<file path="src/rtl/klp_pkg.sv">
`timescale 1ns / 1ps
// Shared types and constants for the key press / long-press detector.
// No dependencies; every other file uses this package.

package klp_pkg;

  // Width of the scan and event fields on the channels.
  localparam int FIELD_W = 3;

  // Width of the threshold register and of each hold counter.
  localparam int THRESH_W = 8;

  localparam logic [THRESH_W-1:0] CNT_MAX         = '1;
  localparam logic [THRESH_W-1:0] THRESHOLD_RESET = 8'd100;

  // Per-key results of one scan tick.
  typedef struct packed {
    logic pressed;
    logic press;
    logic rel;
    logic long_press;
    logic long_rel;
  } key_flags_t;

endpackage

</file>
<file path="src/rtl/klp_if.sv">
`timescale 1ns / 1ps
// Valid/ready channel interfaces for scan ticks and key events.
// Depends on klp_pkg for the field widths.

interface klp_scan_if;
  logic                        valid;
  logic                        ready;
  logic [klp_pkg::FIELD_W-1:0] raw_levels;

  modport source (output valid, output raw_levels, input ready);
  modport sink   (input valid, input raw_levels, output ready);
endinterface

interface klp_event_if;
  logic                        valid;
  logic                        ready;
  logic [klp_pkg::FIELD_W-1:0] pressed_now;
  logic [klp_pkg::FIELD_W-1:0] press_pulse;
  logic [klp_pkg::FIELD_W-1:0] release_pulse;
  logic [klp_pkg::FIELD_W-1:0] long_press_pulse;
  logic [klp_pkg::FIELD_W-1:0] long_release_pulse;
  logic [klp_pkg::FIELD_W-1:0] key_code;

  modport source (output valid, output pressed_now, output press_pulse,
                  output release_pulse, output long_press_pulse,
                  output long_release_pulse, output key_code, input ready);
  modport sink   (input valid, input pressed_now, input press_pulse,
                  input release_pulse, input long_press_pulse,
                  input long_release_pulse, input key_code, output ready);
endinterface

</file>
<file path="src/rtl/klp_key_cell.sv">
`timescale 1ns / 1ps
// One key's edge detection, hold counter and long-press flag.
// Depends on klp_pkg for key_flags_t and the counter width.

module klp_key_cell (
  input  logic                          clk,
  input  logic                          rst,
  input  logic                          update,
  input  logic                          cur,
  input  logic [klp_pkg::THRESH_W-1:0]  threshold,
  output klp_pkg::key_flags_t           flags
);
  import klp_pkg::*;

  logic                last;
  logic                is_long;
  logic                long_next;
  logic [THRESH_W-1:0] hold;
  logic [THRESH_W-1:0] hold_inc;
  logic [THRESH_W-1:0] hold_next;

  always_comb begin
    // The counter saturates, so a maximum threshold never fires.
    hold_inc  = (hold == CNT_MAX) ? hold : hold + 1'b1;
    flags     = '0;
    flags.pressed = cur;
    hold_next = hold;
    long_next = is_long;
    if (cur != last) begin
      if (cur) begin
        flags.press = 1'b1;
      end else begin
        if (is_long) begin
          flags.long_rel = 1'b1;
        end else begin
          flags.rel = 1'b1;
        end
        long_next = 1'b0;
        hold_next = '0;
      end
    end else if (cur && !is_long) begin
      hold_next = hold_inc;
      if (hold_inc > threshold) begin
        long_next        = 1'b1;
        flags.long_press = 1'b1;
        hold_next        = '0;
      end
    end
  end

  always_ff @(posedge clk) begin
    if (rst) begin
      last    <= 1'b0;
      is_long <= 1'b0;
      hold    <= '0;
    end else if (update) begin
      last    <= cur;
      is_long <= long_next;
      hold    <= hold_next;
    end
  end

endmodule

</file>
<file path="src/rtl/key_press_long_press_detector.sv">
`timescale 1ns / 1ps
// Top level of the key press / long-press detector: input register, key cells,
// result register and threshold register. Depends on klp_pkg, klp_if, klp_key_cell.
//
//  Channel  Dir  Handshake      Payload
//  scan     in   valid/ready    raw_levels (active low, one bit per key)
//  events   out  valid/ready    pressed_now, pulses, key_code
//  cfg      in   cfg_we only    cfg_wdata = long_press_threshold
//
// One scan tick per cycle while events.ready stays high; a tick's result passes
// through the input register, then the result register, onto events. The
// key cells update their state as a tick moves from the input register into
// the result register. A stalled result holds the input register; scan.ready
// drops only when both stages are full and events.ready is low. Synchronous
// reset clears all key state and loads the threshold with its default of 100.

module key_press_long_press_detector #(
  parameter int NUM_KEYS = 3
) (
  input  logic                         clk,
  input  logic                         rst,
  klp_scan_if.sink                     scan,
  klp_event_if.source                  events,
  input  logic                         cfg_we,
  input  logic [klp_pkg::THRESH_W-1:0] cfg_wdata
);
  import klp_pkg::*;

  localparam int VEC_W = (NUM_KEYS > FIELD_W) ? NUM_KEYS : FIELD_W;
  localparam int IDX_W = (NUM_KEYS > 1) ? $clog2(NUM_KEYS) : 1;

  logic [THRESH_W-1:0] threshold;
  logic                s1_valid;
  logic [FIELD_W-1:0]  s1_levels;
  logic                advance;
  logic                out_valid;
  key_flags_t          flags [NUM_KEYS];

  logic [VEC_W-1:0]    now_vec, press_vec, rel_vec, lpress_vec, lrel_vec;
  logic                code_hit;
  logic [IDX_W-1:0]    code_idx;
  logic [FIELD_W-1:0]  key_code_next;

  logic [FIELD_W-1:0]  pressed_now, press_pulse, release_pulse;
  logic [FIELD_W-1:0]  long_press_pulse, long_release_pulse, key_code;

  assign advance    = s1_valid && (!out_valid || events.ready);
  assign scan.ready = !s1_valid || advance;

  always_ff @(posedge clk) begin
    if (rst) begin
      threshold <= THRESHOLD_RESET;
    end else if (cfg_we) begin
      threshold <= cfg_wdata;
    end
  end

  always_ff @(posedge clk) begin
    if (rst) begin
      s1_valid <= 1'b0;
    end else if (scan.valid && scan.ready) begin
      s1_valid <= 1'b1;
    end else if (advance) begin
      s1_valid <= 1'b0;
    end
  end

  always_ff @(posedge clk) begin
    if (scan.valid && scan.ready) begin
      s1_levels <= scan.raw_levels;
    end
  end

  // Keys without a scan bit read as pressed.
  for (genvar i = 0; i < NUM_KEYS; i++) begin : g_key
    logic cur;
    if (i < FIELD_W) begin : g_in
      assign cur = !s1_levels[i];
    end else begin : g_out
      assign cur = 1'b1;
    end
    klp_key_cell u_cell (
      .clk       (clk),
      .rst       (rst),
      .update    (advance),
      .cur       (cur),
      .threshold (threshold),
      .flags     (flags[i])
    );
  end

  always_comb begin
    now_vec    = '0;
    press_vec  = '0;
    rel_vec    = '0;
    lpress_vec = '0;
    lrel_vec   = '0;
    code_hit   = 1'b0;
    code_idx   = '0;
    for (int i = 0; i < NUM_KEYS; i++) begin
      now_vec[i]    = flags[i].pressed;
      press_vec[i]  = flags[i].press;
      rel_vec[i]    = flags[i].rel;
      lpress_vec[i] = flags[i].long_press;
      lrel_vec[i]   = flags[i].long_rel;
      if (flags[i].press) begin
        code_hit = 1'b1;
        code_idx = IDX_W'(i);
      end
    end
    // A highest press on a key beyond the field shifts out and yields zero.
    key_code_next = code_hit ? (FIELD_W'(1) << code_idx) : '0;
  end

  always_ff @(posedge clk) begin
    if (rst) begin
      out_valid <= 1'b0;
    end else if (advance) begin
      out_valid <= 1'b1;
    end else if (events.ready) begin
      out_valid <= 1'b0;
    end
  end

  always_ff @(posedge clk) begin
    if (advance) begin
      pressed_now        <= now_vec[FIELD_W-1:0];
      press_pulse        <= press_vec[FIELD_W-1:0];
      release_pulse      <= rel_vec[FIELD_W-1:0];
      long_press_pulse   <= lpress_vec[FIELD_W-1:0];
      long_release_pulse <= lrel_vec[FIELD_W-1:0];
      key_code           <= key_code_next;
    end
  end

  assign events.valid              = out_valid;
  assign events.pressed_now        = pressed_now;
  assign events.press_pulse        = press_pulse;
  assign events.release_pulse      = release_pulse;
  assign events.long_press_pulse   = long_press_pulse;
  assign events.long_release_pulse = long_release_pulse;
  assign events.key_code           = key_code;

  a_rel_exclusive: assert property (@(posedge clk) disable iff (rst)
    out_valid |-> ((release_pulse & long_release_pulse) == '0))
    else $error("short and long release on the same key");

  a_press_is_pressed: assert property (@(posedge clk) disable iff (rst)
    out_valid |-> (((press_pulse | long_press_pulse) & ~pressed_now) == '0))
    else $error("press event on a key that is not pressed");

  a_code_onehot: assert property (@(posedge clk) disable iff (rst)
    out_valid |-> ($onehot0(key_code) && ((key_code & ~press_pulse) == '0)))
    else $error("key code is not a pressed edge");

  a_stall_holds: assert property (@(posedge clk) disable iff (rst)
    (out_valid && !events.ready) |=> (out_valid && $stable(key_code)
      && $stable(press_pulse)))
    else $error("stalled result changed");

endmodule
</file>
<file path="src/flat_wrapper.sv">
// flat-port wrapper written by rule: the top's interface ports become plain ports
module key_press_long_press_detector_flat import klp_pkg::*;
#(
  parameter int NUM_KEYS = 3
)
  (clk, rst, cfg_we, cfg_wdata, scan_valid, scan_raw_levels, scan_ready, events_valid, events_pressed_now, events_press_pulse, events_release_pulse, events_long_press_pulse, events_long_release_pulse, events_key_code, events_ready);
  klp_scan_if scan_i ();
  klp_event_if events_i ();
  input  logic clk;
  input  logic rst;
  input  logic cfg_we;
  input  logic [klp_pkg::THRESH_W-1:0] cfg_wdata;
  input wire logic [$bits(scan_i.valid)-1:0] scan_valid;
  input wire logic [$bits(scan_i.raw_levels)-1:0] scan_raw_levels;
  output wire logic [$bits(scan_i.ready)-1:0] scan_ready;
  output wire logic [$bits(events_i.valid)-1:0] events_valid;
  output wire logic [$bits(events_i.pressed_now)-1:0] events_pressed_now;
  output wire logic [$bits(events_i.press_pulse)-1:0] events_press_pulse;
  output wire logic [$bits(events_i.release_pulse)-1:0] events_release_pulse;
  output wire logic [$bits(events_i.long_press_pulse)-1:0] events_long_press_pulse;
  output wire logic [$bits(events_i.long_release_pulse)-1:0] events_long_release_pulse;
  output wire logic [$bits(events_i.key_code)-1:0] events_key_code;
  input wire logic [$bits(events_i.ready)-1:0] events_ready;
  assign scan_i.valid = scan_valid;
  assign scan_i.raw_levels = scan_raw_levels;
  assign scan_ready = scan_i.ready;
  assign events_valid = events_i.valid;
  assign events_pressed_now = events_i.pressed_now;
  assign events_press_pulse = events_i.press_pulse;
  assign events_release_pulse = events_i.release_pulse;
  assign events_long_press_pulse = events_i.long_press_pulse;
  assign events_long_release_pulse = events_i.long_release_pulse;
  assign events_key_code = events_i.key_code;
  assign events_i.ready = events_ready;
  key_press_long_press_detector #(.NUM_KEYS(NUM_KEYS)) u_core (.clk(clk), .rst(rst), .scan(scan_i), .events(events_i), .cfg_we(cfg_we), .cfg_wdata(cfg_wdata));
endmodule
</file>
<file path="config.mk">
export PLATFORM = sky130hd
export DESIGN_NAME = key_press_long_press_detector_flat
export DESIGN_NICKNAME = d
export VERILOG_FILES = /design/src/rtl/klp_pkg.sv /design/src/rtl/klp_if.sv /design/src/rtl/klp_key_cell.sv /design/src/rtl/key_press_long_press_detector.sv /design/src/flat_wrapper.sv
export SDC_FILE = /design/constraint.sdc
export NUM_CORES = 1
export LEC_CHECK = 0
export BUFFER_PORTS_ARGS = -buffer_cell sky130_fd_sc_hd__buf_2
export CAP_MARGIN = 20
export CORE_UTILIZATION = 33
export CTS_BUF_LIST = sky130_fd_sc_hd__clkbuf_4 sky130_fd_sc_hd__clkbuf_8
export CTS_CLUSTER_DIAMETER = 30
export DETAILED_ROUTE_END_ITERATION = 12
export HOLD_SLACK_MARGIN = 0.1
export PLACE_DENSITY = 0.55
export SETUP_SLACK_MARGIN = 0.2
export SYNTH_ARGS = -nofsm -noshare
export SYNTH_HDL_FRONTEND = slang
export SYNTH_SLANG_ARGS = --single-unit
</file>
<file path="constraint.sdc">
create_clock -name clk -period 6.3 [get_ports clk]
set_input_delay 0.315 -clock clk [delete_from_list [all_inputs] [get_ports clk]]
set_output_delay 0.315 -clock clk [all_outputs]
set_load 0.01 [all_outputs]
</file>
# Yosys cells after proc, flatten, opt, wreduce, memory -nomap -nowiden
# Cells that the tools add are included.
[op_classes] addsub=3 magnitude_cmp=3 eq_ne=9 shift=1 mux=54 bitwise_logic=3 reduce_logical=35
[op_table] cell="$mux W8" count=15
[op_table] cell="$mux W1" count=35
[op_table] cell="$add A8 B1 Y8 const B" count=3
[op_table] cell="$eq A8 B8 Y1 const B" count=3
[op_table] cell="$gt A8 B8 Y1" count=3
[op_table] cell="$reduce_bool A2 Y1" count=8
[op_table] cell="$reduce_and A4 Y1" count=3
[op_table] cell="$reduce_and A3 Y1" count=3
[op_table] cell="$logic_not A1 Y1" count=8
[op_table] cell="$mux W2" count=4
[op_table] cell="$ne A2 B1 Y1 const B" count=3
[op_table] cell="$reduce_and A2 Y1" count=3
[op_table] cell="$reduce_or A2 Y1" count=3
[op_table] cell="$logic_and A1 B1 Y1" count=5
[op_table] cell="$ne A1 B1 Y1" count=3
[op_table] cell="$not A1 Y1" count=3
[op_table] cell="$shl A1 B2 Y3 const A" count=1
[op_table] cell="$logic_or A1 B1 Y1" count=2
[word_totals] ff_bits=61 input_bits=16 output_inout_bits=20 wordCells=133

# Depth between registers and ports, before layout
[depth] depth_word=6 depth_mapped=14 mapped_depth_nobuf=12

# Modules after synthesis
# Synthesis repeated with hierarchy kept, for this count alone.
[unflattened] cells_unflattened=360 area_unflattened_um2=3539.6
[modules_own_cells] mod="klp_key_cell" instances=3 cells_each=99 area_each_um2=833.3 seq_area_each_um2=200.2
[modules_own_cells] mod="key_press_long_press_detector" instances=1 cells_each=63 area_each_um2=1039.7 seq_area_each_um2=830.8

# Worst setup path before layout
# OpenSTA, ideal clock, no wires.
[synth_timing] path_kind="reg2reg" start="register u_core.g_key[2].u_cell.hold[0]" end="register u_core.g_key[2].u_cell.hold[1]" setup_ps=117 t_arrival_ps=2665 required_ps=6183 setup_slack_ps=3518 path_stages_with_launch=15 path_buffers=2 synth_period_minus_slack_ps=2782 path_cell_list="dfxtp_1 -> ha_1 -> nand2_1 -> or2_2 -> clkbuf_1 -> nand2_1 -> nand2_1 -> ha_1 -> nor2b_1 -> o211ai_1 -> a211o_1 -> and3_1 -> buf_6 -> a21o_1 -> a32o_1"
[synth_between] elab_chain_len=6 word_cells_on_any_way=7 cone_classes="add/sub: 1; order compare: 1; eq/ne: 1; mux: 4"
[synth_rtl] element="start, declared" line="klp_key_cell.sv:18" text="logic [THRESH_W-1:0] hold;"
[synth_rtl] element="start signal, assigned" line="klp_key_cell.sv:59" text="hold <= hold_next;"
[synth_rtl] element="$add A8 B1 Y8 / $eq A8 B8 Y1 (equally long branches)" line="klp_key_cell.sv:24" text="hold_inc = (hold == CNT_MAX) ? hold : hold + 1'b1;"
[synth_rtl] element="$mux W8 (*)" line="klp_key_cell.sv:24"
[synth_rtl] element="$gt A8 B8 Y1" line="klp_key_cell.sv:43" text="if (hold_inc > threshold) begin"
[synth_rtl] element="$mux W8 (*)" line="klp_key_cell.sv:43"
[synth_rtl] element="$mux W8 (*)" line="klp_key_cell.sv:41" text="end else if (cur && !is_long) begin"
[synth_rtl] element="$mux W8 (*)" line="klp_key_cell.sv:29" text="if (cur != last) begin"
# Every way passes the cells marked *; elsewhere a longest branch is shown, timed or not. The select of a mux whose other input is x is not followed.
# A chain may end at the register's enable or synchronous reset.

# Final worst setup path
[layout_timing] start="register u_core.g_key[1].u_cell.hold[3]" end="register u_core.g_key[1].u_cell.hold[0]"
[layout_between] elab_chain_len=6 word_cells_on_any_way=7 cone_classes="add/sub: 1; order compare: 1; eq/ne: 1; mux: 4"
[layout_rtl] element="start, declared" line="klp_key_cell.sv:18"
[layout_rtl] element="start signal, assigned" line="klp_key_cell.sv:59"
[layout_rtl] element="$add A8 B1 Y8 / $eq A8 B8 Y1 (equally long branches)" line="klp_key_cell.sv:24"
[layout_rtl] element="$mux W8 (*)" line="klp_key_cell.sv:24"
[layout_rtl] element="$gt A8 B8 Y1" line="klp_key_cell.sv:43"
[layout_rtl] element="$mux W8 (*)" line="klp_key_cell.sv:43"
[layout_rtl] element="$mux W8 (*)" line="klp_key_cell.sv:41"
[layout_rtl] element="$mux W8 (*)" line="klp_key_cell.sv:29"
# Marks and branches as above.

==> metrics.cfg <==
[run_status]
status=completed

[finish]
diodes=0
fin_cells=543
largest_reg_flops=24
drive_gt1_share_pct=13.7
largest_register=u_core.g_key.u_cell.hold
area_growth_pct=13.1
fin_util_pct=39.0
top_regs=u_core.g_key.u_cell.hold: 24 flops, u_core.threshold: 8 flops
nets=454

[floorplan]
rows=36
core_um2=9860
ioPinCount=36
die_area_um2=10700
start_util_pct=34.5
die_y_um=104
die_w_um=104

[setup_path]
r2r_slack_ns=3.25
crit_chain=nand3_1, nor2_1, nand4_1, nand2_1, o21ai_0, ha_1, nor2b_1, o21ai_0, nor4bb_1, o21ai_1, o21ba_2, mux2i_1
critical_path_required_ns=6.57
end_kind=flop
crit_slowest_cell=dfxtp_1
r2r-end=u_core.g_key[1].u_cell.hold[0]
crit_fanout=9
worstRegToRegCells=12
crit_start=u_core.g_key[1].u_cell.hold[3]
arrival_ns=3.31
setup.worst_path.class=reg -> reg
path_buf_inv=0
slowest_delay_ns=0.42
worstReg2RegStart=u_core.g_key[1].u_cell.hold[3]
path_delay_family=simple AND/OR/NAND/NOR gates
crit_path_frequent_cell=o21ai_0
start_kind=flop

[logic_synthesis]
yosys-top-cells-area=dfxtp_1 (24%), edfxtp_1 (19%), ha_1 (12%), nor2_1 (4.9%), a21oi_1 (4.0%)
synthFlopType=dfxtp_1
avgSynthCellArea_um2=9.17
synth_cell_types=48
synth_top_family_by_area=simple AND/OR/NAND/NOR gates
synth_compound_area_share_pct=16.1
synth-simple-area-share_pct=21.2
synth_xor_area_share_pct=1.54
yosysMostFrequentCell=nor2_1
ys_seq_area_share_pct=42.1
synth-warning-count=0
synth_top_area_share_pct=23.5
synth_seq_cells=61
synth_nets=420
synth_common_cells=nor2_1 (44), dfxtp_1 (40), ha_1 (33)
syn_area_um2=3400
synthAdderAreaFrac_pct=12.1
synth_cells=371
synth.area.mux_share_pct=2.39
yosysTopAreaCell=dfxtp_1
synth_edf_count=21
async_reset_ff_share_pct=0

[pwr]
p_per_area_nw_per_um2=211
p_int_uw=592
share_comb_of_total_power_pct=9.2
vdd_drop_max_uv=111
seq_power_share_pct=52.5
p_sw_share_pct=27.1
pwr-share-clk_pct=38.3
switching_power_uw=220
p_leak_nw=1.61

[grt]
first_global_vias=2561
grt_max_degree=29
grt_usage_pct=14.6
grt_pass1_wl_um=12500
grt_overflow=0
antenna_found_initial=0

[timing]
finalHoldViolCount=0
hold_ws_ns=0.145
fin_crit_sh_pct=48.4
slew_viol_final=0
finalSetupViolCount=0
rsz0062_at_grt=no
fin_skew_ns=0.0135
relSlewSlack_pct=51.5
fmax_mhz=328
worstMarginPinSlew_ns=0.728
fin_tns_setup_ns=0
period_minus_slack_ns=3.05

[cts]
clockRootBuffer=clkbuf_8
htreeDepth=3
hold_buffers=0
cts_resized=0
clkTransAtPathRegs_ns=0.08
clock_latency_ns=0.34
cts_sinks=61
cts_made_buffers=9
cts_max_path_buffers=2
cts_tree=yes
postCtsSetupRepairBufs=0

[min_path]
hold_start=scan_raw_levels[2]
holdPathStages=1
min_to=u_core.s1_levels[2]
hold_class=in -> reg

[route]
dr.pass1.iters=5
drc_errors=0
routedWlPerCell_um=13.6
drtIter0Drc=99
routed_wl_um=7390
vias=2745
detail-route-antenna-nets=0
via_per_inst=5.06

[placed_design]
place.gp.congestion=0.880
dp_cells=527
place_hpwl_um=5530
port-buffer-count=35

[job]
maxCapViolations=0

## per-stage QoR
stage / power [mW] / instance area, µm² / setup WS, ns
2_1_floorplan: 0.487 / 3400 / 3.52
5_1_grt: 0.853 / 3850 / 2.89
6_report: 0.812 / 3850 / 3.25
3_5_place_dp: 0.511 / 3680 / 3.25
3_3_place_gp: 0.509 / 3680 / 3.36
4_1_cts: 0.827 / 3850 / 3.24
## layer usage
| metal | GRT usage [%] | up-vias | share of wire (%) |
|---|---|---|---|
| li1 | - | 1417 | - |
| met1 | 19.6 | 1259 | 49 |
| met2 | 23.1 | 63 | 45 |
| met3 | 4.15 | 6 | 5.0 |
| met4 | 3.52 | 0 | 1.0 |
| met5 | 0 | - | 0 |
## cells in the final DEF, fill, tap and decap left out, types with 3 or more instances in the layout
| cell | netlist | layout |
|---|---|---|
| o32ai_1 | 3 | 3 |
| inv_1 | 22 | 22 |
| edfxtp_1 | 21 | 21 |
| mux2i_1 | 7 | 7 |
| a21oi_1 | 27 | 27 |
| o21a_1 | 7 | 7 |
| nor3_1 | 6 | 6 |
| a211oi_1 | 3 | 3 |
| o211ai_1 | 4 | 4 |
| buf_2 | 0 | 35 |
| a31oi_1 | 6 | 6 |
| nand3_1 | 14 | 14 |
| and2_1 | 8 | 8 |
| and3_1 | 8 | 8 |
| nand2_1 | 28 | 28 |
| dfxtp_1 | 40 | 40 |
| nor2b_1 | 10 | 10 |
| ha_1 | 33 | 33 |
| a32o_1 | 3 | 3 |
| a21o_1 | 4 | 4 |
| xnor2_1 | 6 | 6 |
| nor2_1 | 44 | 44 |
| o21ai_0 | 12 | 12 |
| o22a_1 | 3 | 3 |
| nand4_1 | 10 | 10 |
| clkbuf_8 | 0 | 9 |
## cells by family (layout without fill, tap and decap cells)
logic type | Yosys count | count (layout)
mux | 8 | 8
compound gates | 85 | 85
fa+ha+maj | 33 | 33
xor+xnor | 6 | 6
buf+inv | 35 | 74
simple gates | 143 | 143
flops | 61 | 61
## layout make-up
class                      instances  area, µm²
clock inverter                     7       48.8
multi-input combinational        275       1820
inverter                          23       86.3
sequential                        61       1430
clock buffer                       9        124
timing repair buffer              35        175
tap                              133        166
fill                             970       6010
## power by group through the flow
stage               clock [mW]  sequential (mW)  combinational (mW)
finish                   0.311            0.427              0.0746
global route             0.340            0.428              0.0848
CTS                      0.325            0.427              0.0754
detailed placement           0            0.436              0.0748
global placement             0            0.435              0.0738
floorplan                    0            0.437              0.0497
## how the worst max path moves through the flow
stage | end | cells past startpoint | slack [ns]
floorplan | u_core.g_key[2].u_cell.hold[1] | 14 | 3.52
global placement | u_core.g_key[1].u_cell.hold[0] | 12 | 3.36
detailed placement | u_core.g_key[1].u_cell.hold[0] | 12 | 3.25
CTS | u_core.g_key[1].u_cell.hold[0] | 12 | 3.24
global route | u_core.g_key[1].u_cell.hold[0] | 12 | 2.89
finish | u_core.g_key[1].u_cell.hold[0] | 12 | 3.25
No activity file was read; power rests on OpenSTA's default activity.
